--- src/design/assert_macros.svh ---
// ----------------------------------------------------------------------------
// Assertion macros for the RTL files; the top level uses them.
// ----------------------------------------------------------------------------
`ifndef ASSERT_MACROS_SVH
`define ASSERT_MACROS_SVH

`ifndef NO_ASSERTIONS
// Clocked property, switched off while reset is held.
`define ASSERT_CLK(lbl, clk, rst_n, prop, msg) \
    lbl: assert property (@(posedge clk) disable iff (!rst_n) prop) else $error(msg);
// Clocked property that is also checked during reset.
`define ASSERT_CLK_ALWAYS(lbl, clk, prop, msg) \
    lbl: assert property (@(posedge clk) prop) else $error(msg);
`else
`define ASSERT_CLK(lbl, clk, rst_n, prop, msg)
`define ASSERT_CLK_ALWAYS(lbl, clk, prop, msg)
`endif

`endif

--- src/design/psa_pkg.sv ---
// ----------------------------------------------------------------------------
// psa_pkg
// Types, codes and constants of the pitch step accumulator.
// ----------------------------------------------------------------------------
`default_nettype none

package psa_pkg;

    localparam int OP_W      = 3;
    localparam int IDX_W     = 7;
    localparam int RAT_W     = 4;
    localparam int INC_W     = 7;
    localparam int VAL_W     = 8;
    localparam int CNT_W     = 16;
    localparam int SS_W      = 5;
    localparam int MODE_W    = 3;
    localparam int THR_W     = 8;
    localparam int DELTA_W   = INC_W + SS_W;
    localparam int SUM_W     = DELTA_W + 2;
    localparam int RANGE_W   = VAL_W + 1;
    localparam int DIV_STEPS = SUM_W;
    localparam int DCNT_W    = $clog2(DIV_STEPS);
    localparam int REG_IDX_W = 3;
    localparam int ADDR_W    = REG_IDX_W + 2;
    localparam int APB_W     = 32;

    localparam int INITIAL_VALUE_DEF = 0;
    localparam bit WRAP_ENABLE_DEF   = 1'b0;

    // Operation codes
    localparam logic [OP_W-1:0] OP_STEP     = 3'd0;
    localparam logic [OP_W-1:0] OP_MANUAL   = 3'd1;
    localparam logic [OP_W-1:0] OP_RST_NOW  = 3'd2;
    localparam logic [OP_W-1:0] OP_RST_DEF  = 3'd3;
    localparam logic [OP_W-1:0] OP_LOOP_END = 3'd4;

    // Accumulate modes
    localparam logic [MODE_W-1:0] MODE_STAGE   = 3'd0;
    localparam logic [MODE_W-1:0] MODE_PULSE   = 3'd1;
    localparam logic [MODE_W-1:0] MODE_RATCHET = 3'd2;
    localparam logic [MODE_W-1:0] MODE_PEND    = 3'd3;
    localparam logic [MODE_W-1:0] MODE_MANUAL  = 3'd4;

    // Reset strategies
    localparam logic [MODE_W-1:0] STRAT_NEVER    = 3'd0;
    localparam logic [MODE_W-1:0] STRAT_LOOP_END = 3'd1;
    localparam logic [MODE_W-1:0] STRAT_COUNT    = 3'd2;
    localparam logic [MODE_W-1:0] STRAT_LIMIT    = 3'd3;
    localparam logic [MODE_W-1:0] STRAT_MANUAL   = 3'd4;

    // Register indexes
    localparam logic [REG_IDX_W-1:0] REG_STEP_SIZE  = 3'd0;
    localparam logic [REG_IDX_W-1:0] REG_MODE       = 3'd1;
    localparam logic [REG_IDX_W-1:0] REG_STRATEGY   = 3'd2;
    localparam logic [REG_IDX_W-1:0] REG_THRESHOLD  = 3'd3;
    localparam logic [REG_IDX_W-1:0] REG_LOWER      = 3'd4;
    localparam logic [REG_IDX_W-1:0] REG_UPPER      = 3'd5;
    localparam logic [REG_IDX_W-1:0] REG_SWING_LOW  = 3'd6;
    localparam logic [REG_IDX_W-1:0] REG_SWING_HIGH = 3'd7;

    // Register reset values
    localparam logic signed [SS_W-1:0]  STEP_SIZE_RST  = 5'sd1;
    localparam logic [MODE_W-1:0]       MODE_RST       = MODE_STAGE;
    localparam logic [MODE_W-1:0]       STRATEGY_RST   = STRAT_LOOP_END;
    localparam logic [THR_W-1:0]        THRESHOLD_RST  = 8'd8;
    localparam logic signed [VAL_W-1:0] LOWER_RST      = -8'sd24;
    localparam logic signed [VAL_W-1:0] UPPER_RST      = 8'sd24;
    localparam logic signed [VAL_W-1:0] SWING_LOW_RST  = -8'sd12;
    localparam logic signed [VAL_W-1:0] SWING_HIGH_RST = 8'sd12;

    typedef struct packed {
        logic signed [SS_W-1:0]  step_size;
        logic [MODE_W-1:0]       accumulate_mode;
        logic [MODE_W-1:0]       reset_strategy;
        logic [THR_W-1:0]        reset_threshold;
        logic signed [VAL_W-1:0] lower_limit;
        logic signed [VAL_W-1:0] upper_limit;
        logic signed [VAL_W-1:0] swing_low;
        logic signed [VAL_W-1:0] swing_high;
    } t_cfg;

    typedef enum logic [1:0] {
        S_IDLE,
        S_EXEC,
        S_DIV,
        S_DONE
    } t_state;

    typedef struct packed {
        logic load;
        logic exec;
        logic div_step;
        logic commit;
    } t_cmd;

    typedef struct packed {
        logic need_div;
        logic div_last;
    } t_status;

endpackage

`default_nettype wire

--- src/design/pitch_step_accumulator_top.sv ---
// ----------------------------------------------------------------------------
// pitch_step_accumulator_top: transposition accumulator for a step sequencer.
// An accepted item passes the execute state, with wrap enabled the iterations of
// the one-bit-per-cycle modulo unit, then commit and the output register.
// One item is in flight: the next input is taken once the result is committed,
// and an untaken result holds the next input back.
// Synchronous active-low reset restores configuration, control and accumulator state.
// ----------------------------------------------------------------------------
`default_nettype none

`include "assert_macros.svh"

module pitch_step_accumulator_top
    import psa_pkg::*;
#(
    parameter int INITIAL_VALUE = INITIAL_VALUE_DEF,
    parameter bit WRAP_ENABLE   = WRAP_ENABLE_DEF
) (
    input  wire logic              i_clk,
    input  wire logic              i_rst_n,
    // Input stream
    input  wire logic              i_s_tvalid,
    output logic                   o_s_tready,
    // [6:0] stage_index, [13:7] pulse_index, [17:14] ratchet_index,
    // [24:18] increment_value, [31:25] zero
    input  wire logic [31:0]       i_s_tdata,
    // [2:0] operation
    input  wire logic [OP_W-1:0]   i_s_tuser,
    // Result stream
    output logic                   o_m_tvalid,
    input  wire logic              i_m_tready,
    // [7:0] current_value, [23:8] steps_since_reset, [24] reset_pending,
    // [25] did_accumulate, [31:26] zero
    output logic [31:0]            o_m_tdata,
    // Configuration port
    input  wire logic              psel,
    input  wire logic              penable,
    input  wire logic              pwrite,
    input  wire logic [ADDR_W-1:0] paddr,
    input  wire logic [APB_W-1:0]  pwdata,
    output logic [APB_W-1:0]       prdata,
    output logic                   pready
);

    t_cfg    r_cfg;
    t_cmd    w_cmd;
    t_status w_status;
    logic    w_cfg_wr;
    logic [REG_IDX_W-1:0] w_reg_idx;

    logic signed [VAL_W-1:0] w_current_value;
    logic [CNT_W-1:0]        w_steps_since_reset;
    logic                    w_reset_pending, w_did_accumulate;

    // ------------------------------------------------------------------
    // Configuration registers
    // ------------------------------------------------------------------
    assign pready    = 1'b1;
    assign w_cfg_wr  = psel && penable && pwrite && pready;
    assign w_reg_idx = paddr[ADDR_W-1:2];

    always_ff @(posedge i_clk) begin
        if (!i_rst_n) begin
            r_cfg.step_size       <= STEP_SIZE_RST;
            r_cfg.accumulate_mode <= MODE_RST;
            r_cfg.reset_strategy  <= STRATEGY_RST;
            r_cfg.reset_threshold <= THRESHOLD_RST;
            r_cfg.lower_limit     <= LOWER_RST;
            r_cfg.upper_limit     <= UPPER_RST;
            r_cfg.swing_low       <= SWING_LOW_RST;
            r_cfg.swing_high      <= SWING_HIGH_RST;
        end else if (w_cfg_wr) begin
            unique case (w_reg_idx)
                REG_STEP_SIZE:  r_cfg.step_size       <= pwdata[SS_W-1:0];
                REG_MODE:       r_cfg.accumulate_mode <= pwdata[MODE_W-1:0];
                REG_STRATEGY:   r_cfg.reset_strategy  <= pwdata[MODE_W-1:0];
                REG_THRESHOLD:  r_cfg.reset_threshold <= pwdata[THR_W-1:0];
                REG_LOWER:      r_cfg.lower_limit     <= pwdata[VAL_W-1:0];
                REG_UPPER:      r_cfg.upper_limit     <= pwdata[VAL_W-1:0];
                REG_SWING_LOW:  r_cfg.swing_low       <= pwdata[VAL_W-1:0];
                REG_SWING_HIGH: r_cfg.swing_high      <= pwdata[VAL_W-1:0];
                default: ;
            endcase
        end
    end

    always_comb begin
        unique case (w_reg_idx)
            REG_STEP_SIZE:  prdata = APB_W'(r_cfg.step_size);
            REG_MODE:       prdata = APB_W'(r_cfg.accumulate_mode);
            REG_STRATEGY:   prdata = APB_W'(r_cfg.reset_strategy);
            REG_THRESHOLD:  prdata = APB_W'(r_cfg.reset_threshold);
            REG_LOWER:      prdata = APB_W'(r_cfg.lower_limit);
            REG_UPPER:      prdata = APB_W'(r_cfg.upper_limit);
            REG_SWING_LOW:  prdata = APB_W'(r_cfg.swing_low);
            REG_SWING_HIGH: prdata = APB_W'(r_cfg.swing_high);
            default:        prdata = '0;
        endcase
    end

    // ------------------------------------------------------------------
    // Controller and datapath
    // ------------------------------------------------------------------
    psa_ctrl u_ctrl (
        .i_clk      (i_clk),
        .i_rst_n    (i_rst_n),
        .i_s_tvalid (i_s_tvalid),
        .o_s_tready (o_s_tready),
        .o_m_tvalid (o_m_tvalid),
        .i_m_tready (i_m_tready),
        .i_status   (w_status),
        .o_cmd      (w_cmd)
    );

    psa_datapath #(
        .INITIAL_VALUE (INITIAL_VALUE),
        .WRAP_ENABLE   (WRAP_ENABLE)
    ) u_datapath (
        .i_clk               (i_clk),
        .i_rst_n             (i_rst_n),
        .i_cmd               (w_cmd),
        .i_cfg               (r_cfg),
        .i_operation         (i_s_tuser),
        .i_stage_index       (i_s_tdata[6:0]),
        .i_pulse_index       (i_s_tdata[13:7]),
        .i_ratchet_index     (i_s_tdata[17:14]),
        .i_increment_value   (i_s_tdata[24:18]),
        .o_status            (w_status),
        .o_current_value     (w_current_value),
        .o_steps_since_reset (w_steps_since_reset),
        .o_reset_pending     (w_reset_pending),
        .o_did_accumulate    (w_did_accumulate)
    );

    assign o_m_tdata = {6'b0, w_did_accumulate, w_reset_pending,
                        w_steps_since_reset, w_current_value};

    // ------------------------------------------------------------------
    // Assertions
    // ------------------------------------------------------------------
    `ASSERT_CLK(a_commit_free, i_clk, i_rst_n, w_cmd.commit |-> (!o_m_tvalid || i_m_tready), "result written over an untaken transaction")
    `ASSERT_CLK(a_accept_exec, i_clk, i_rst_n, (i_s_tvalid && o_s_tready) |=> w_cmd.exec, "accepted transaction not executed next cycle")
    `ASSERT_CLK_ALWAYS(a_cmd_onehot, i_clk, $onehot0({w_cmd.load, w_cmd.exec, w_cmd.div_step, w_cmd.commit}), "more than one command active")
    `ASSERT_CLK(a_commit_valid, i_clk, i_rst_n, w_cmd.commit |=> o_m_tvalid, "committed result not presented")

endmodule

`default_nettype wire

--- src/design/psa_ctrl.sv ---
// ----------------------------------------------------------------------------
// psa_ctrl
// Sequencer of the accumulator: input acceptance, execution, the modulo
// iterations and the output register handshake.
// ----------------------------------------------------------------------------
`default_nettype none

module psa_ctrl
    import psa_pkg::*;
(
    input  wire logic    i_clk,
    input  wire logic    i_rst_n,
    input  wire logic    i_s_tvalid,
    output logic         o_s_tready,
    output logic         o_m_tvalid,
    input  wire logic    i_m_tready,
    input  wire t_status i_status,
    output t_cmd         o_cmd
);

    t_state r_state, n_state;
    logic   r_out_valid, n_out_valid;
    logic   w_out_free;

    assign w_out_free = !r_out_valid || i_m_tready;

    always_ff @(posedge i_clk) begin
        if (!i_rst_n) begin
            r_state     <= S_IDLE;
            r_out_valid <= 1'b0;
        end else begin
            r_state     <= n_state;
            r_out_valid <= n_out_valid;
        end
    end

    always_comb begin
        n_state = r_state;
        unique case (r_state)
            S_IDLE: begin
                if (i_s_tvalid) n_state = S_EXEC;
            end
            S_EXEC: begin
                n_state = i_status.need_div ? S_DIV : S_DONE;
            end
            S_DIV: begin
                if (i_status.div_last) n_state = S_DONE;
            end
            S_DONE: begin
                if (w_out_free) n_state = S_IDLE;
            end
            default: n_state = S_IDLE;
        endcase
    end

    always_comb begin
        o_cmd      = '0;
        o_s_tready = 1'b0;
        unique case (r_state)
            S_IDLE: begin
                o_s_tready = 1'b1;
                o_cmd.load = i_s_tvalid;
            end
            S_EXEC: o_cmd.exec = 1'b1;
            S_DIV:  o_cmd.div_step = 1'b1;
            S_DONE: o_cmd.commit = w_out_free;
            default: o_cmd = '0;
        endcase
    end

    // A committed result refills the output register in the same cycle that
    // the previous one is taken.
    always_comb begin
        if (o_cmd.commit) begin
            n_out_valid = 1'b1;
        end else if (i_m_tready) begin
            n_out_valid = 1'b0;
        end else begin
            n_out_valid = r_out_valid;
        end
    end

    assign o_m_tvalid = r_out_valid;

endmodule

`default_nettype wire

--- src/design/psa_datapath.sv ---
// ----------------------------------------------------------------------------
// psa_datapath
// Accumulator state, step arithmetic, limiting, bit-serial modulo for the
// wrap range and the output register.
// ----------------------------------------------------------------------------
`default_nettype none

module psa_datapath
    import psa_pkg::*;
#(
    parameter int INITIAL_VALUE = INITIAL_VALUE_DEF,
    parameter bit WRAP_ENABLE   = WRAP_ENABLE_DEF
) (
    input  wire logic                    i_clk,
    input  wire logic                    i_rst_n,
    input  wire t_cmd                    i_cmd,
    input  wire t_cfg                    i_cfg,
    input  wire logic [OP_W-1:0]         i_operation,
    input  wire logic [IDX_W-1:0]        i_stage_index,
    input  wire logic [IDX_W-1:0]        i_pulse_index,
    input  wire logic [RAT_W-1:0]        i_ratchet_index,
    input  wire logic signed [INC_W-1:0] i_increment_value,
    output t_status                      o_status,
    output logic signed [VAL_W-1:0]      o_current_value,
    output logic [CNT_W-1:0]             o_steps_since_reset,
    output logic                         o_reset_pending,
    output logic                         o_did_accumulate
);

    localparam logic signed [VAL_W-1:0] INIT_V  = VAL_W'(INITIAL_VALUE);
    localparam logic signed [SUM_W-1:0] SAT_MAX = SUM_W'(2**(VAL_W-1) - 1);
    localparam logic signed [SUM_W-1:0] SAT_MIN = -SUM_W'(2**(VAL_W-1));

    // Latched item
    logic [OP_W-1:0]         r_op;
    logic [IDX_W-1:0]        r_stage, r_pulse;
    logic [RAT_W-1:0]        r_ratchet;
    logic signed [INC_W-1:0] r_inc;

    // Architectural state
    logic signed [VAL_W-1:0] r_acc, n_acc;
    logic [CNT_W-1:0]        r_count, n_count;
    logic                    r_pend, n_pend;
    logic                    r_swing_up, n_swing_up;
    logic [IDX_W:0]          r_prev_stage, n_prev_stage;
    logic [IDX_W:0]          r_prev_pulse, n_prev_pulse;
    logic [RAT_W:0]          r_prev_ratchet, n_prev_ratchet;

    // Execution results
    logic signed [SUM_W-1:0] r_sum;
    logic                    r_did, r_clear, r_limit;

    // Modulo unit
    logic [SUM_W-1:0]   r_mag;
    logic               r_neg;
    logic [RANGE_W-1:0] r_rem;
    logic [DCNT_W-1:0]  r_div_cnt;

    // Output register
    logic signed [VAL_W-1:0] r_out_value;
    logic [CNT_W-1:0]        r_out_count;
    logic                    r_out_pend, r_out_did;

    logic                    w_is_step, w_is_man, w_sc, w_pc, w_rc, w_mode_go;
    logic                    w_go, w_clear, w_accum, w_pend_mode, w_down, w_use_limit;
    logic                    w_ordered;
    logic signed [VAL_W-1:0] w_base;
    logic signed [DELTA_W-1:0] w_delta;
    logic signed [SUM_W-1:0] w_operand, w_sum, w_dist;
    logic [RANGE_W-1:0]      w_range, w_wrap_r;
    logic [RANGE_W:0]        w_trial;
    logic signed [RANGE_W:0] w_wrap_sum;
    logic signed [VAL_W-1:0] w_wrapped, w_clamped, w_limited, w_swing_val, w_new_acc;
    logic                    w_flip;
    logic [CNT_W-1:0]        w_base_cnt, w_new_cnt;
    logic                    w_check;

    // ------------------------------------------------------------------
    // Execution: decide whether the item accumulates and form the sum.
    // ------------------------------------------------------------------
    assign w_is_step = (r_op == OP_STEP);
    assign w_is_man  = (r_op == OP_MANUAL);
    assign w_sc = ({1'b0, r_stage} != r_prev_stage);
    assign w_pc = ({1'b0, r_pulse} != r_prev_pulse);
    assign w_rc = ({1'b0, r_ratchet} != r_prev_ratchet);

    always_comb begin
        unique case (i_cfg.accumulate_mode)
            MODE_STAGE, MODE_PEND: w_mode_go = w_sc;
            MODE_PULSE:            w_mode_go = w_sc || w_pc;
            MODE_RATCHET:          w_mode_go = w_sc || w_pc || w_rc;
            default:               w_mode_go = 1'b0;
        endcase
    end

    assign w_go        = w_is_step && w_mode_go;
    assign w_clear     = w_is_step && r_pend;
    assign w_accum     = w_go || w_is_man;
    assign w_pend_mode = (i_cfg.accumulate_mode == MODE_PEND);
    assign w_use_limit = w_is_man || !w_pend_mode;
    assign w_down      = w_is_step && w_pend_mode && !r_swing_up;
    assign w_base      = w_clear ? INIT_V : r_acc;
    assign w_delta     = DELTA_W'(r_inc) * DELTA_W'(i_cfg.step_size);
    assign w_operand   = w_is_man ? SUM_W'(r_inc) : SUM_W'(w_delta);
    assign w_sum       = w_down ? (SUM_W'(w_base) - w_operand)
                                : (SUM_W'(w_base) + w_operand);
    assign w_dist      = w_sum - SUM_W'(i_cfg.lower_limit);
    assign w_ordered   = (i_cfg.lower_limit < i_cfg.upper_limit);
    assign w_range     = RANGE_W'(RANGE_W'(i_cfg.upper_limit) - RANGE_W'(i_cfg.lower_limit)
                                  + RANGE_W'(1));

    assign o_status.need_div = WRAP_ENABLE && w_accum && w_use_limit && w_ordered;
    assign o_status.div_last = (r_div_cnt == DCNT_W'(DIV_STEPS - 1));

    // One remainder bit per cycle over the magnitude of the distance.
    assign w_trial = {r_rem, r_mag[SUM_W-1]};

    always_ff @(posedge i_clk) begin
        if (i_cmd.load) begin
            r_op      <= i_operation;
            r_stage   <= i_stage_index;
            r_pulse   <= i_pulse_index;
            r_ratchet <= i_ratchet_index;
            r_inc     <= i_increment_value;
        end
        if (i_cmd.exec) begin
            r_sum     <= w_sum;
            r_did     <= w_accum;
            r_clear   <= w_clear;
            r_limit   <= w_use_limit;
            r_neg     <= w_dist[SUM_W-1];
            r_mag     <= w_dist[SUM_W-1] ? SUM_W'(-w_dist) : SUM_W'(w_dist);
            r_rem     <= '0;
            r_div_cnt <= '0;
        end else if (i_cmd.div_step) begin
            r_mag     <= {r_mag[SUM_W-2:0], 1'b0};
            r_rem     <= (w_trial >= {1'b0, w_range}) ? RANGE_W'(w_trial - {1'b0, w_range})
                                                      : RANGE_W'(w_trial);
            r_div_cnt <= r_div_cnt + DCNT_W'(1);
        end
        if (i_cmd.commit) begin
            r_out_value <= w_new_acc;
            r_out_count <= w_new_cnt;
            r_out_pend  <= n_pend;
            r_out_did   <= r_did;
        end
    end

    // ------------------------------------------------------------------
    // Commit: limit the sum and update the state.
    // ------------------------------------------------------------------
    assign w_wrap_r   = (r_neg && (r_rem != '0)) ? (w_range - r_rem) : r_rem;
    assign w_wrap_sum = (RANGE_W+1)'(i_cfg.lower_limit) + $signed({1'b0, w_wrap_r});
    assign w_wrapped  = VAL_W'(w_wrap_sum);

    always_comb begin
        if (r_sum < SUM_W'(i_cfg.lower_limit)) begin
            w_clamped = i_cfg.lower_limit;
        end else if (r_sum > SUM_W'(i_cfg.upper_limit)) begin
            w_clamped = i_cfg.upper_limit;
        end else begin
            w_clamped = VAL_W'(r_sum);
        end
    end

    always_comb begin
        if (!w_ordered) begin
            w_limited = i_cfg.lower_limit;
        end else if (WRAP_ENABLE) begin
            w_limited = w_wrapped;
        end else begin
            w_limited = w_clamped;
        end
    end

    // Pendulum: reaching or overshooting a turning point lands on it and turns around.
    always_comb begin
        w_flip = 1'b0;
        if (r_swing_up && (r_sum >= SUM_W'(i_cfg.swing_high))) begin
            w_swing_val = i_cfg.swing_high;
            w_flip      = 1'b1;
        end else if (!r_swing_up && (r_sum <= SUM_W'(i_cfg.swing_low))) begin
            w_swing_val = i_cfg.swing_low;
            w_flip      = 1'b1;
        end else if (r_sum > SAT_MAX) begin
            w_swing_val = VAL_W'(SAT_MAX);
        end else if (r_sum < SAT_MIN) begin
            w_swing_val = VAL_W'(SAT_MIN);
        end else begin
            w_swing_val = VAL_W'(r_sum);
        end
    end

    always_comb begin
        if (r_op == OP_RST_NOW) begin
            w_new_acc  = INIT_V;
            w_base_cnt = '0;
        end else begin
            w_new_acc  = r_clear ? INIT_V : r_acc;
            w_base_cnt = r_clear ? '0 : r_count;
            if (r_did) w_new_acc = r_limit ? w_limited : w_swing_val;
        end
        w_new_cnt = w_base_cnt;
        if (r_did && (w_base_cnt != '1)) w_new_cnt = w_base_cnt + CNT_W'(1);
    end

    always_comb begin
        unique case (i_cfg.reset_strategy)
            STRAT_COUNT: w_check = (w_new_cnt >= CNT_W'(i_cfg.reset_threshold));
            STRAT_LIMIT: w_check = (w_new_acc <= i_cfg.lower_limit)
                                || (w_new_acc >= i_cfg.upper_limit);
            default:     w_check = 1'b0;
        endcase
    end

    always_comb begin
        n_acc          = w_new_acc;
        n_count        = w_new_cnt;
        n_pend         = r_pend;
        n_swing_up     = r_swing_up;
        n_prev_stage   = r_prev_stage;
        n_prev_pulse   = r_prev_pulse;
        n_prev_ratchet = r_prev_ratchet;
        unique case (r_op)
            OP_STEP: begin
                // A waiting reset was applied before the step, so only the
                // new check can arm another one.
                n_pend         = r_did && w_check;
                n_prev_stage   = {1'b0, r_stage};
                n_prev_pulse   = {1'b0, r_pulse};
                n_prev_ratchet = {1'b0, r_ratchet};
                if (r_did && !r_limit && w_flip) n_swing_up = !r_swing_up;
            end
            OP_MANUAL:   n_pend = r_pend || w_check;
            OP_RST_NOW: begin
                n_pend         = 1'b0;
                n_swing_up     = 1'b1;
                n_prev_stage   = '1;
                n_prev_pulse   = '1;
                n_prev_ratchet = '1;
            end
            OP_RST_DEF:  n_pend = 1'b1;
            OP_LOOP_END: n_pend = r_pend || (i_cfg.reset_strategy == STRAT_LOOP_END);
            default:     n_pend = r_pend;
        endcase
    end

    always_ff @(posedge i_clk) begin
        if (!i_rst_n) begin
            r_acc          <= INIT_V;
            r_count        <= '0;
            r_pend         <= 1'b0;
            r_swing_up     <= 1'b1;
            r_prev_stage   <= '1;
            r_prev_pulse   <= '1;
            r_prev_ratchet <= '1;
        end else if (i_cmd.commit) begin
            r_acc          <= n_acc;
            r_count        <= n_count;
            r_pend         <= n_pend;
            r_swing_up     <= n_swing_up;
            r_prev_stage   <= n_prev_stage;
            r_prev_pulse   <= n_prev_pulse;
            r_prev_ratchet <= n_prev_ratchet;
        end
    end

    assign o_current_value     = r_out_value;
    assign o_steps_since_reset = r_out_count;
    assign o_reset_pending     = r_out_pend;
    assign o_did_accumulate    = r_out_did;

endmodule

`default_nettype wire
--- config.mk ---
export PLATFORM = sky130hd
export DESIGN_NAME = pitch_step_accumulator_top
export DESIGN_NICKNAME = d
export VERILOG_FILES = /design/src/design/psa_pkg.sv /design/src/design/pitch_step_accumulator_top.sv /design/src/design/psa_ctrl.sv /design/src/design/psa_datapath.sv
export VERILOG_INCLUDE_DIRS = /design/src /design/src/design
export SDC_FILE = /design/constraint.sdc
export NUM_CORES = 1
export LEC_CHECK = 0
export BUFFER_PORTS_ARGS = -buffer_cell sky130_fd_sc_hd__buf_2
export CAP_MARGIN = 10
export CORE_MARGIN = 2
export CORE_UTILIZATION = 60
export CTS_CLUSTER_SIZE = 10
export DETAILED_ROUTE_END_ITERATION = 7
export GPL_TIMING_DRIVEN = 1
export PLACE_DENSITY_LB_ADDON = 0.3
export SLEW_MARGIN = 20
export SYNTH_ARGS = -nofsm -noshare
export SYNTH_HDL_FRONTEND = slang
export SYNTH_HIERARCHICAL = 1
export SYNTH_SLANG_ARGS = --single-unit
--- constraint.sdc ---
create_clock -name i_clk -period 7.14 [get_ports i_clk]
set_input_delay 0.357 -clock i_clk [delete_from_list [all_inputs] [get_ports i_clk]]
set_output_delay 0.357 -clock i_clk [all_outputs]
set_load 0.02 [all_outputs]
==> metrics.md, run 1 <==
| Metric | Value |
|---|---|
| Via Count | `10300` |
| Clock Path Buffers | `2` |
| Max-cap violations | `0` |
| Iteration count of the initial detailed-routing pass | `5` |
| Vias in the first global route | `approximately 9500` |
| Async set-or-reset flop fraction in the synthesized netlist | `0%` |
| Aggregate global-route resource usage | `around 29%` |
| Pin count of the biggest net entering global routing | `around 90` |
| Most frequent cells in the layout | `126 x ha_1, 120 x nand2_1, 105 x buf_2, 103 x dfxtp_1, 95 x inv_1` |
| Crit end category | `register` |
| Drt via density | `just over 6` |
| IO Port Bufs | `approximately 110` |
| Synth top area share | `~17%` |
| DP HPWL | `around 23 mm` |
| Remaining Overflow, GRT | `0` |
| Sequential Power Share | `38.0%` |
| Final Cycle Share | `about nine tenths` |
| Sw frac | `roughly 39%` |
| Clock Latency Late Sink | `440 ps` |
| RSZ-0062 raised after global routing | `no` |
| Die height | `around 150 um` |
| Relative slew slack | `around 28%` |
| Row Count | `52` |
| Clock network fraction of design power | `between 20% and 30%` |
| Peak supply drop | `0.000238 V` |
| Post-CTS sizing | `0` |
| TritonCTS buffer count | `17` |
| Power Internal | `between 2 and 2.5 mW` |
| Die ar. | `~0.022 mm2` |
| Horiz. Die Dim | `between 100 and 150 um` |
| Tot Pwr | `3.67 mW` |
| Clock root buffer | `clkbuf_16` |
| Pwr per Cell Area | `~270 mW/mm2` |
| Main flop type after synthesis | `dfxtp_1` |
| Sw Pwr | `~1.4 mW` |
| First-pass GRT wire length | `49.8 mm` |
| Io pins | `146` |
| Post-synth EDFFs | `71` |
| Clock transition at the registers of the reported paths | `80 ps` |
| Skew final | `between 10 and 15 ps` |
| Arr. time, crit path | `6490 ps` |
| Share of layout cells above drive strength 1 | `between 10% and 20%` |
| Initial core utilization | `between 60 and 70%` |
| Synthesis Warnings | `6` |
| Worst Path Required | `7320 ps` |
| Final setup TNS | `0 ps` |
| Syn Inst Count | `about 1300` |
| Wire per inst | `around 19 um` |
| P&R area growth vs syn | `8.94%` |
| Slew @ Worst Pin | `1080 ps` |
| Critical path class | `reg -> reg` |
| Avg Cell Area, Syn | `~9.3 um2` |
| CTS tree | `done` |
| Max FO, Critical Path | `11` |
| Drc violations | `0` |
| Final nets | `between 1500 and 2000` |
| Final setup fails | `0` |
| Leading post-synthesis cells by cell area | `edfxtp_1 17%, dfxtp_1 16%, ha_1 13%` |
| Status | `finished, final reports clean` |
| Clock Sinks | `approximately 170` |
| Fmax | `roughly 160 MHz` |
| Placer Congestion | `0.987` |
| Initial antenna violation count | `0` |
| Detailed Route WL | `approximately 31 mm` |
| Final Critical Period | `about 6300 ps` |
| Antenna diode count | `0` |
| Yosys reg bits | `between 150 and 200` |
| Worst R2R Setup Slack | `around 830 ps` |
| P_leak | `5.75 nW` |
| ANT nets after route | `0` |
| Synth area leader | `edfxtp_1` |
| Slew Limit Fails | `0` |
| Mapped Area | `0.0125 mm2` |
| Netlist cell types | `between 80 and 90` |
| Startpoint types | `register` |
| Core area | `0.0204 mm2` |
| Final hold vios | `0` |
| Register area share after synthesis | `between 30% and 40%` |
| Post-CTS setup buffer count | `0` |
| Comb power frac | `a little over a third` |
| Most common cell after layout, fill and taps aside | `ha_1` |
| Htree depth | `4` |
| CTS Hold Buffers Added | `0` |
| DRT iter0 DRCs | `~900` |
| Min-delay worst type | `in -> reg` |
==> power by group through the flow <==
stage	sequential [mW]	clock, mW	combinational (mW)
final	1.39	0.971	1.30
after global routing	1.40	1.03	1.45
after CTS	1.38	0.984	1.28
after detailed placement	1.41	0	1.27
after global placement	1.40	0	1.24
after floorplan	1.33	0	0.987
==> path summary, 6_finish.rpt <==
| kind | startpoint | end | cells after the start |
|---|---|---|---|
| setup / recovery | r_cfg[50] | u_datapath/r_sum[13] | 19 |
| hold / removal | i_s_tdata[1] | u_datapath/r_stage[1] | 1 |
| setup reg to reg | r_cfg[50] | u_datapath/r_sum[13] | 19 |
| hold reg to reg | r_cfg[34] | r_cfg[34] | 2 |
==> cell type report <==
type                            count  area [um2]
Tap cell                          270         338
Fill cell                        1611        6750
Clock inverter                     14         185
Inverter                           97         364
Clock buffer                       18         439
Multi-Input combinational cell   1000        7530
Timing Repair Buffer              110         563
Sequential cell                   174        4190
==> routing by layer <==
layer	GRT usage, %	wire length (um)
met5	0	0
met4	11.8	1150
met3	4.11	2240
met2	46.5	14200
met1	39.3	13600
==> through the flow <==
| stage | area (um2) | instances | worst slack, ps | hold slack, ps | util (%) |
|---|---|---|---|---|---|
| floorplan | 12500 | 1351 | 1470 | 424 | - |
| global placement | 13000 | 1651 | 1010 | 459 | 63.8 |
| detailed placement | 13000 | 1651 | 911 | 472 | 63.8 |
| CTS | 13600 | 1683 | 892 | 64.1 | 66.8 |
| global route | 13600 | 1683 | 441 | 66.5 | 66.9 |
| finish | 13600 | 1683 | 829 | 80.8 | 66.9 |
==> worst max-delay path: stages, from the launching register on <==
cell and delay [ps]:
dfxtp_1 660, nand2b_1 180, fa_1 560, inv_1 60
fa_1 520, inv_1 50, fa_1 530, inv_1 40
ha_1 330, or2_1 270, and3_1 220, a32o_1 260
o31ai_1 420, nor3b_1 300, nor2_1 90, xor2_1 180
ha_1 240, o41ai_1 540, o21ai_0 220, xor3_1 380
==> synth_stat cells, types with 13 or more instances <==
master / number
nor2b_1: 32
nor3_1: 39
clkbuf_1: 30
edfxtp_1: 71
a21oi_1: 59
xor2_1: 33
o211ai_1: 17
inv_1: 95
o21ai_0: 72
nor2_1: 76
fa_1: 24
dfxtp_1: 103
nand2_1: 120
nand4_1: 17
a21o_1: 14
and2_1: 19
o31ai_1: 13
o22ai_1: 15
nand3_1: 18
nand2b_1: 24
xnor2_1: 24
mux2i_1: 67
buf_4: 35
ha_1: 126
==> sequential cells by signal (all words and copies together) (netlist names), 7 cells and up <==
| name | count |
|---|---|
| u_datapath/r_pulse | 7 |
| u_datapath/o_steps_since_reset | 16 |
| u_datapath/r_stage | 7 |
| u_datapath/r_prev_stage | 8 |
| u_datapath/r_acc | 8 |
| u_datapath/r_sum | 14 |
| u_datapath/r_prev_pulse | 7 |
| u_datapath/r_inc | 7 |
| u_datapath/o_current_value | 8 |
| u_datapath/r_count | 16 |
| r_cfg | 51 |
==> kinds of logic after synthesis <==
logic type,share of synthesized area (%)
mux,6.84
xor+xnor,4.18
compound gates,14.8
flops,33.6
other cells,0.0901
fa+ha+maj,16.5
buf+inv,6.49
simple gates,17.6
Note: power is estimated with default switching activity, not from simulation.
==> run 2, diff against run 1 <==
- CORE_ASPECT_RATIO: default -> 1.1
==> metrics.md, run 2 (same netlist as run 1, synthesis figures left out) <==
| Metric | Value |
|---|---|
| Row Count | `55 (+5.8%)` |
| Hold path cells | `1 (unchanged)` |
| Drt via density | `6.13 (+0.65%)` |
| Vias in the first global route | `9473 (-0.50%)` |
| Share of layout cells above drive strength 1 | `12.9% (+0.062 points)` |
| Post-CTS setup buffer count | `0 (unchanged)` |
| Max FO, Critical Path | `8 (-3)` |
| IO Port Bufs | `105 (unchanged)` |
| Most frequent cells in the layout | `126 x ha_1, 120 x nand2_1, 105 x buf_2, 103 x dfxtp_1, 95 x inv_1` |
| Htree depth | `4 (unchanged)` |
| Fmax | `160 MHz (+0.73%)` |
| Placer Congestion | `0.984 (-0.23%)` |
| Iteration count of the initial detailed-routing pass | `5 (unchanged)` |
| Most flops, register | `r_cfg` |
| Status | `finished, final reports clean` |
| Detailed Route WL | `30.8 mm (-1.2%)` |
| DP Area | `0.0130 mm2 (about the same)` |
| Min-delay worst type | `in -> reg` |
| Clock network fraction of design power | `27.0% (+0.5 points)` |
| Pin count of the biggest net entering global routing | `75 (-18%)` |
| Arr. time, crit path | `6440 ps (-50 ps)` |
| CTS tree | `done` |
| Sequential Power Share | `37.7% (-0.3 points)` |
| Place WS | `996 ps (+85.5 ps)` |
| Max FFs per register | `51 (unchanged)` |
| Clock Sinks | `174 (unchanged)` |
| Filler cells | `1630 (+1.2%)` |
| Io pins | `146 (unchanged)` |
| Sw Pwr | `1.43 mW (+0.34%)` |
| Sw frac | `38.9% (+0.12 points)` |
| Clock Path Buffers | `2 (unchanged)` |
| Comb power frac | `35.3% (-0.2 points)` |
| Startpoint types | `register` |
| Wire per inst | `18.4 um (-0.48%)` |
| Worst R2R Setup Slack | `870 ps (+50 ps)` |
| Finished Core Util | `66.4% (-0.43 points)` |
| Slew Limit Fails | `0 (unchanged)` |
| DP HPWL | `23.4 mm (+0.16%)` |
| TritonCTS buffer count | `17 (unchanged)` |
| Initial core utilization | `60.9% (-0.43 points)` |
| Reg2reg path depth | `19 (unchanged)` |
| P&R area growth vs syn | `8.99% (about the same)` |
| Final Cycle Share | `87.8% (-0.64 points)` |
| Via Count | `10200 (-0.13%)` |
| Power Internal | `2.24 mW (-0.17%)` |
| Clock Latency Late Sink | `450 ps (about the same)` |
| Final hold vios | `0 (unchanged)` |
| Multi-input gate area | `0.00753 mm2 (unchanged)` |
| Die ar. | `0.0220 mm2 (about the same)` |
| Register area | `0.00419 mm2 (unchanged)` |
| CTS Hold Buffers Added | `0 (unchanged)` |
| Horiz. Die Dim | `142 um (-4.5%)` |
| RSZ-0062 raised after global routing | `no` |
| Worst Path Required | `7320 ps (about the same)` |
| Remaining Overflow, GRT | `0 (unchanged)` |
| Post-CTS sizing | `0 (unchanged)` |
| Initial antenna violation count | `0 (unchanged)` |
| Pwr per Cell Area | `269 mW/mm2 (about the same)` |
| Slew @ Worst Pin | `1110 ps (+29.2 ps)` |
| Crit end category | `register` |
| Most common cell after layout, fill and taps aside | `ha_1` |
| Final WS setup | `874 ps (+45.6 ps)` |
| Die height | `155 um (+4.7%)` |
| Clock root buffer | `clkbuf_16` |
| P_leak | `5.75 nW (about the same)` |
| Final hold slack | `78.8 ps (-1.92 ps)` |
| Max-cap violations | `0 (unchanged)` |
| Critical path class | `reg -> reg` |
| Core area | `0.0205 mm2 (+0.70%)` |
| DRT iter0 DRCs | `685 (-24%)` |
| Final Critical Period | `6270 ps (-45.6 ps)` |
| Final Cell Area | `0.0136 mm2 (about the same)` |
| Drc violations | `0 (unchanged)` |
| Aggregate global-route resource usage | `28.3% (-0.53 points)` |
| Final setup TNS | `0 ps (unchanged)` |
| Relative slew slack | `26.3% (-1.9 points)` |
| First-pass GRT wire length | `49.1 mm (-1.4%)` |
| Antenna diode count | `0 (unchanged)` |
| Final setup fails | `0 (unchanged)` |
| Final nets | `1630 (+0.061%)` |
| ANT nets after route | `0 (unchanged)` |
| Clock transition at the registers of the reported paths | `80 ps (about the same)` |
| Peak supply drop | `0.000232 V (-2.7%)` |
| Skew final | `21.3 ps (+8.84 ps)` |
-- run 2: critical path: stages (launching register included) --
cell and delay (ps):
edfxtp_1 500, nand2b_1 220, fa_1 550, inv_1 60, fa_1 520, inv_1 50, fa_1 530, inv_1 40
ha_1 340, or2_1 280, and3_1 230, a32o_1 270, o31ai_1 410, nor3b_1 300, nor2_1 80, xor2_1 160
ha_1 250, o41ai_1 590, o21ai_0 250, xor3_1 380
-- run 2: worst paths after layout --
check | end | startpoint
setup reg to reg | u_datapath/r_sum[13] | u_datapath/r_inc[1]
setup / recovery | u_datapath/r_sum[13] | u_datapath/r_inc[1]
hold reg to reg | r_cfg[36] | r_cfg[36]
hold / removal | u_datapath/r_ratchet[1] | i_s_tdata[15]
-- run 2: routing by layer --
| metal | GRT usage, % | share of wire [%] | vias up |
|---|---|---|---|
| li1 | - | - | 4923 |
| met1 | 36.6 | 42 | 4863 |
| met2 | 46.4 | 47 | 384 |
| met3 | 4.43 | 5.9 | 71 |
| met4 | 14.0 | 4.5 | 0 |
| met5 | 0 | 0 | - |
-- run 2: cell type report --
cell class                      instances  area share [%]
Multi-Input combinational cell       1000            55.3
Sequential cell                       174            30.8
Timing Repair Buffer                  111            4.19
Clock buffer                           17            3.12
Inverter                               97            2.67
Tap cell                              256            2.35
Clock inverter                         15            1.58
-- run 2: power groups by stage --
stage / sequential (mW) / combinational, mW / clock [mW]
floorplan: 1.33 / 0.987 / 0
global placement: 1.40 / 1.23 / 0
detailed placement: 1.40 / 1.27 / 0
CTS: 1.38 / 1.28 / 1.00
global route: 1.40 / 1.43 / 1.04
finish: 1.38 / 1.30 / 0.989
-- run 2: metrics by stage --
stage          instances  power [mW]
6_report            1670        3.67
5_1_grt             1670        3.87
3_5_place_dp        1638        2.67
2_1_floorplan       1351        2.32
4_1_cts             1670        3.66
3_3_place_gp        1638        2.63
==> run 3, diff against run 2 <==
--- a/config.mk
+++ b/config.mk
@@ -14,4 +14,5 @@
 export CTS_CLUSTER_SIZE = 10
 export DETAILED_ROUTE_END_ITERATION = 7
+export GPL_ROUTABILITY_DRIVEN = 0
 export GPL_TIMING_DRIVEN = 1
 export PLACE_DENSITY_LB_ADDON = 0.3
@@ -21,2 +22,3 @@
 export SYNTH_HIERARCHICAL = 1
 export SYNTH_SLANG_ARGS = --single-unit
+export TNS_END_PERCENT = 1
==> constraint.sdc (replaced) <==
create_clock -name i_clk -period 7.14 [get_ports i_clk]
set_input_delay 0 -clock i_clk [delete_from_list [all_inputs] [get_ports i_clk]]
set_output_delay 0 -clock i_clk [all_outputs]
set_load 0.02 [all_outputs]
==> metrics.md, run 3 (same netlist as run 1, synthesis figures left out) <==
| Metric | Value |
|---|---|
| Status | `finished, final reports clean` |
| Via Count | `10300 (+0.61%)` |
| Final Cycle Share | `86.9% (-0.84 points)` |
| Most common cell after layout, fill and taps aside | `ha_1` |
| Clock Latency Late Sink | `440 ps (about the same)` |
| Cell Chain, Critical Path | `nand2b_1 > fa_1 > inv_1 > fa_1 > inv_1 > fa_1 > inv_1 > ha_1 > or2_1 > and3_1 > a32o_1 > o31ai_1 > nor3b_1 > nor2_1 > xor2_1 > ha_1 > o41ai_1 > o21ai_0 > xor3_1` |
| Slowest CP cell | `dfxtp_1` |
| Final Cell Area | `0.0140 mm2 (+2.6%)` |
| Startpoint types | `register` |
| Share of layout cells above drive strength 1 | `12.5% (-0.38 points)` |
| Final hold slack | `31.4 ps (-47.5 ps)` |
| Place WS | `997 ps (+0.0540 ps)` |
| ANT nets after route | `0 (unchanged)` |
| Final nets | `1665 (+2.1%)` |
| Final hold vios | `0 (unchanged)` |
| Tot Pwr | `3.67 mW (about the same)` |
| Worst Path Required | `7320 ps (about the same)` |
| Htree depth | `4 (unchanged)` |
| Final non-filler cell total | `1706 (+2.2%)` |
| Clock Sinks | `174 (unchanged)` |
| Metal-1 WL | `12.7 mm (-2.3%)` |
| Max FO, Critical Path | `11 (+3)` |
| Detailed Route WL | `31.2 mm (+1.2%)` |
| Wire per inst | `18.3 um (-0.95%)` |
| Remaining Overflow, GRT | `0 (unchanged)` |
| First-pass GRT wire length | `49.7 mm (+1.3%)` |
| Dpl cells | `1637 (-0.061%)` |
| Register area | `0.00419 mm2 (unchanged)` |
| Final setup fails | `0 (unchanged)` |
| TritonCTS buffer count | `17 (unchanged)` |
| Final setup TNS | `0 ps (unchanged)` |
| DP HPWL | `22.9 mm (-2.0%)` |
| Vias in the first global route | `9789 (+3.3%)` |
| Filler cells | `1592 (-2.3%)` |
| DR WL met2 | `14.8 mm (+1.2%)` |
| Iteration count of the initial detailed-routing pass | `5 (unchanged)` |
| RSZ-0062 raised after global routing | `no` |
| Aggregate global-route resource usage | `28.6% (+0.24 points)` |
| DRT iter0 DRCs | `759 (+11%)` |
| CP peak stage delay | `670 ps (+80 ps)` |
| CTS tree | `done` |
| Finished Core Util | `68.1% (+1.7 points)` |
| Drt via density | `6.04 (-1.5%)` |
| Pwr per Cell Area | `262 mW/mm2 (-2.5%)` |
| Peak supply drop | `0.000257 V (+11%)` |
| Slew @ Worst Pin | `1070 ps (-31.2 ps)` |
| Clock Path Buffers | `2 (unchanged)` |
| Initial antenna violation count | `1 (+1)` |
| Final WS setup | `934 ps (+60.1 ps)` |
| Initial core utilization | `60.9% (unchanged)` |
| Io pins | `146 (unchanged)` |
| Highest metal used | `met4` |
| Relative slew slack | `28.4% (+2.1 points)` |
| WL met3 | `1.89 mm (+4.0%)` |
| Slew Limit Fails | `0 (unchanged)` |
| Max-cap violations | `0 (unchanged)` |
| Final Critical Period | `6210 ps (-60.1 ps)` |
| Multi-input gate area | `0.00753 mm2 (unchanged)` |
| Fmax | `161 MHz (+0.97%)` |
| Max FFs per register | `51 (unchanged)` |
| Core area | `0.0205 mm2 (unchanged)` |
| Row Count | `55 (unchanged)` |
| Clock transition at the registers of the reported paths | `80 ps (about the same)` |
| Min-delay worst type | `in -> reg` |
| Critical path class | `reg -> reg` |
| Die ar. | `0.0220 mm2 (unchanged)` |
| P&R area growth vs syn | `11.8%` |
| Most frequent cells in the layout | `126 x ha_1, 120 x nand2_1, 105 x buf_2, 103 x dfxtp_1, 95 x inv_1` |
| Arr. time, crit path | `6390 ps (-50 ps)` |
| Post-CTS setup buffer count | `0 (unchanged)` |
| Crit end category | `register` |
| Die height | `155 um (unchanged)` |
| Skew final | `17.1 ps (-4.18 ps)` |
| Most flops, register | `r_cfg` |
| IO Port Bufs | `105 (unchanged)` |
| P_leak | `5.90 nW (+2.6%)` |
| DP Area | `0.0130 mm2 (about the same)` |
| Horiz. Die Dim | `142 um (unchanged)` |
| Pin count of the biggest net entering global routing | `96 (+28%)` |
| Clock root buffer | `clkbuf_16` |
| Drc violations | `0 (unchanged)` |
-- run 3: power breakdown --
group | internal [mW] | switching, mW
logic | 0.530 | 0.761
registers | 1.21 | 0.188
clock network | 0.514 | 0.465
total | 2.25 | 1.41
-- run 3: metal layers --
metal  track usage, %  up-vias
li1                 -     5005
met5                0        -
met3             5.26       86
met4             16.1        0
met2             47.5      359
met1             35.0     4853
-- run 3: repair_timing --
action | in CTS | in global routing
hold endpoints to repair | 71 | 0
hold buffers | 36 | 0
gates resized for setup | 0 | 0
-- run 3: path summary, 6_finish.rpt --
path                                  from              endpoint  slack [ps]  depth (start not counted)
worst max register to register   r_cfg[50]  u_datapath/r_sum[13]         930                         19
worst min register to register   r_cfg[36]             r_cfg[36]         480                          2
worst min-delay path            i_m_tready     u_ctrl/o_m_tvalid          30                          4
worst max-delay path             r_cfg[50]  u_datapath/r_sum[13]         930                         19
-- run 3: layout make-up --
class / count / area share (%)
antenna: 1 / 0.0179
sequential: 174 / 30.0
clock buffer: 17 / 3.04
multi-input combinational: 1000 / 53.9
timing repair buffer: 146 / 6.61
clock inverter: 15 / 1.51
inverter: 97 / 2.61
tap: 256 / 2.29
-- run 3: critical path: cells and delay by family (launching register included) --
family | cells | cell delay (ps)
adder cells (fa/ha/maj) | 5 | 2180
AO/OA/AOI/OAI | 4 | 1390
AND/OR/NAND/NOR | 5 | 1020
flip-flops | 1 | 670
XOR/XNOR | 2 | 540
buffers and inverters | 3 | 140
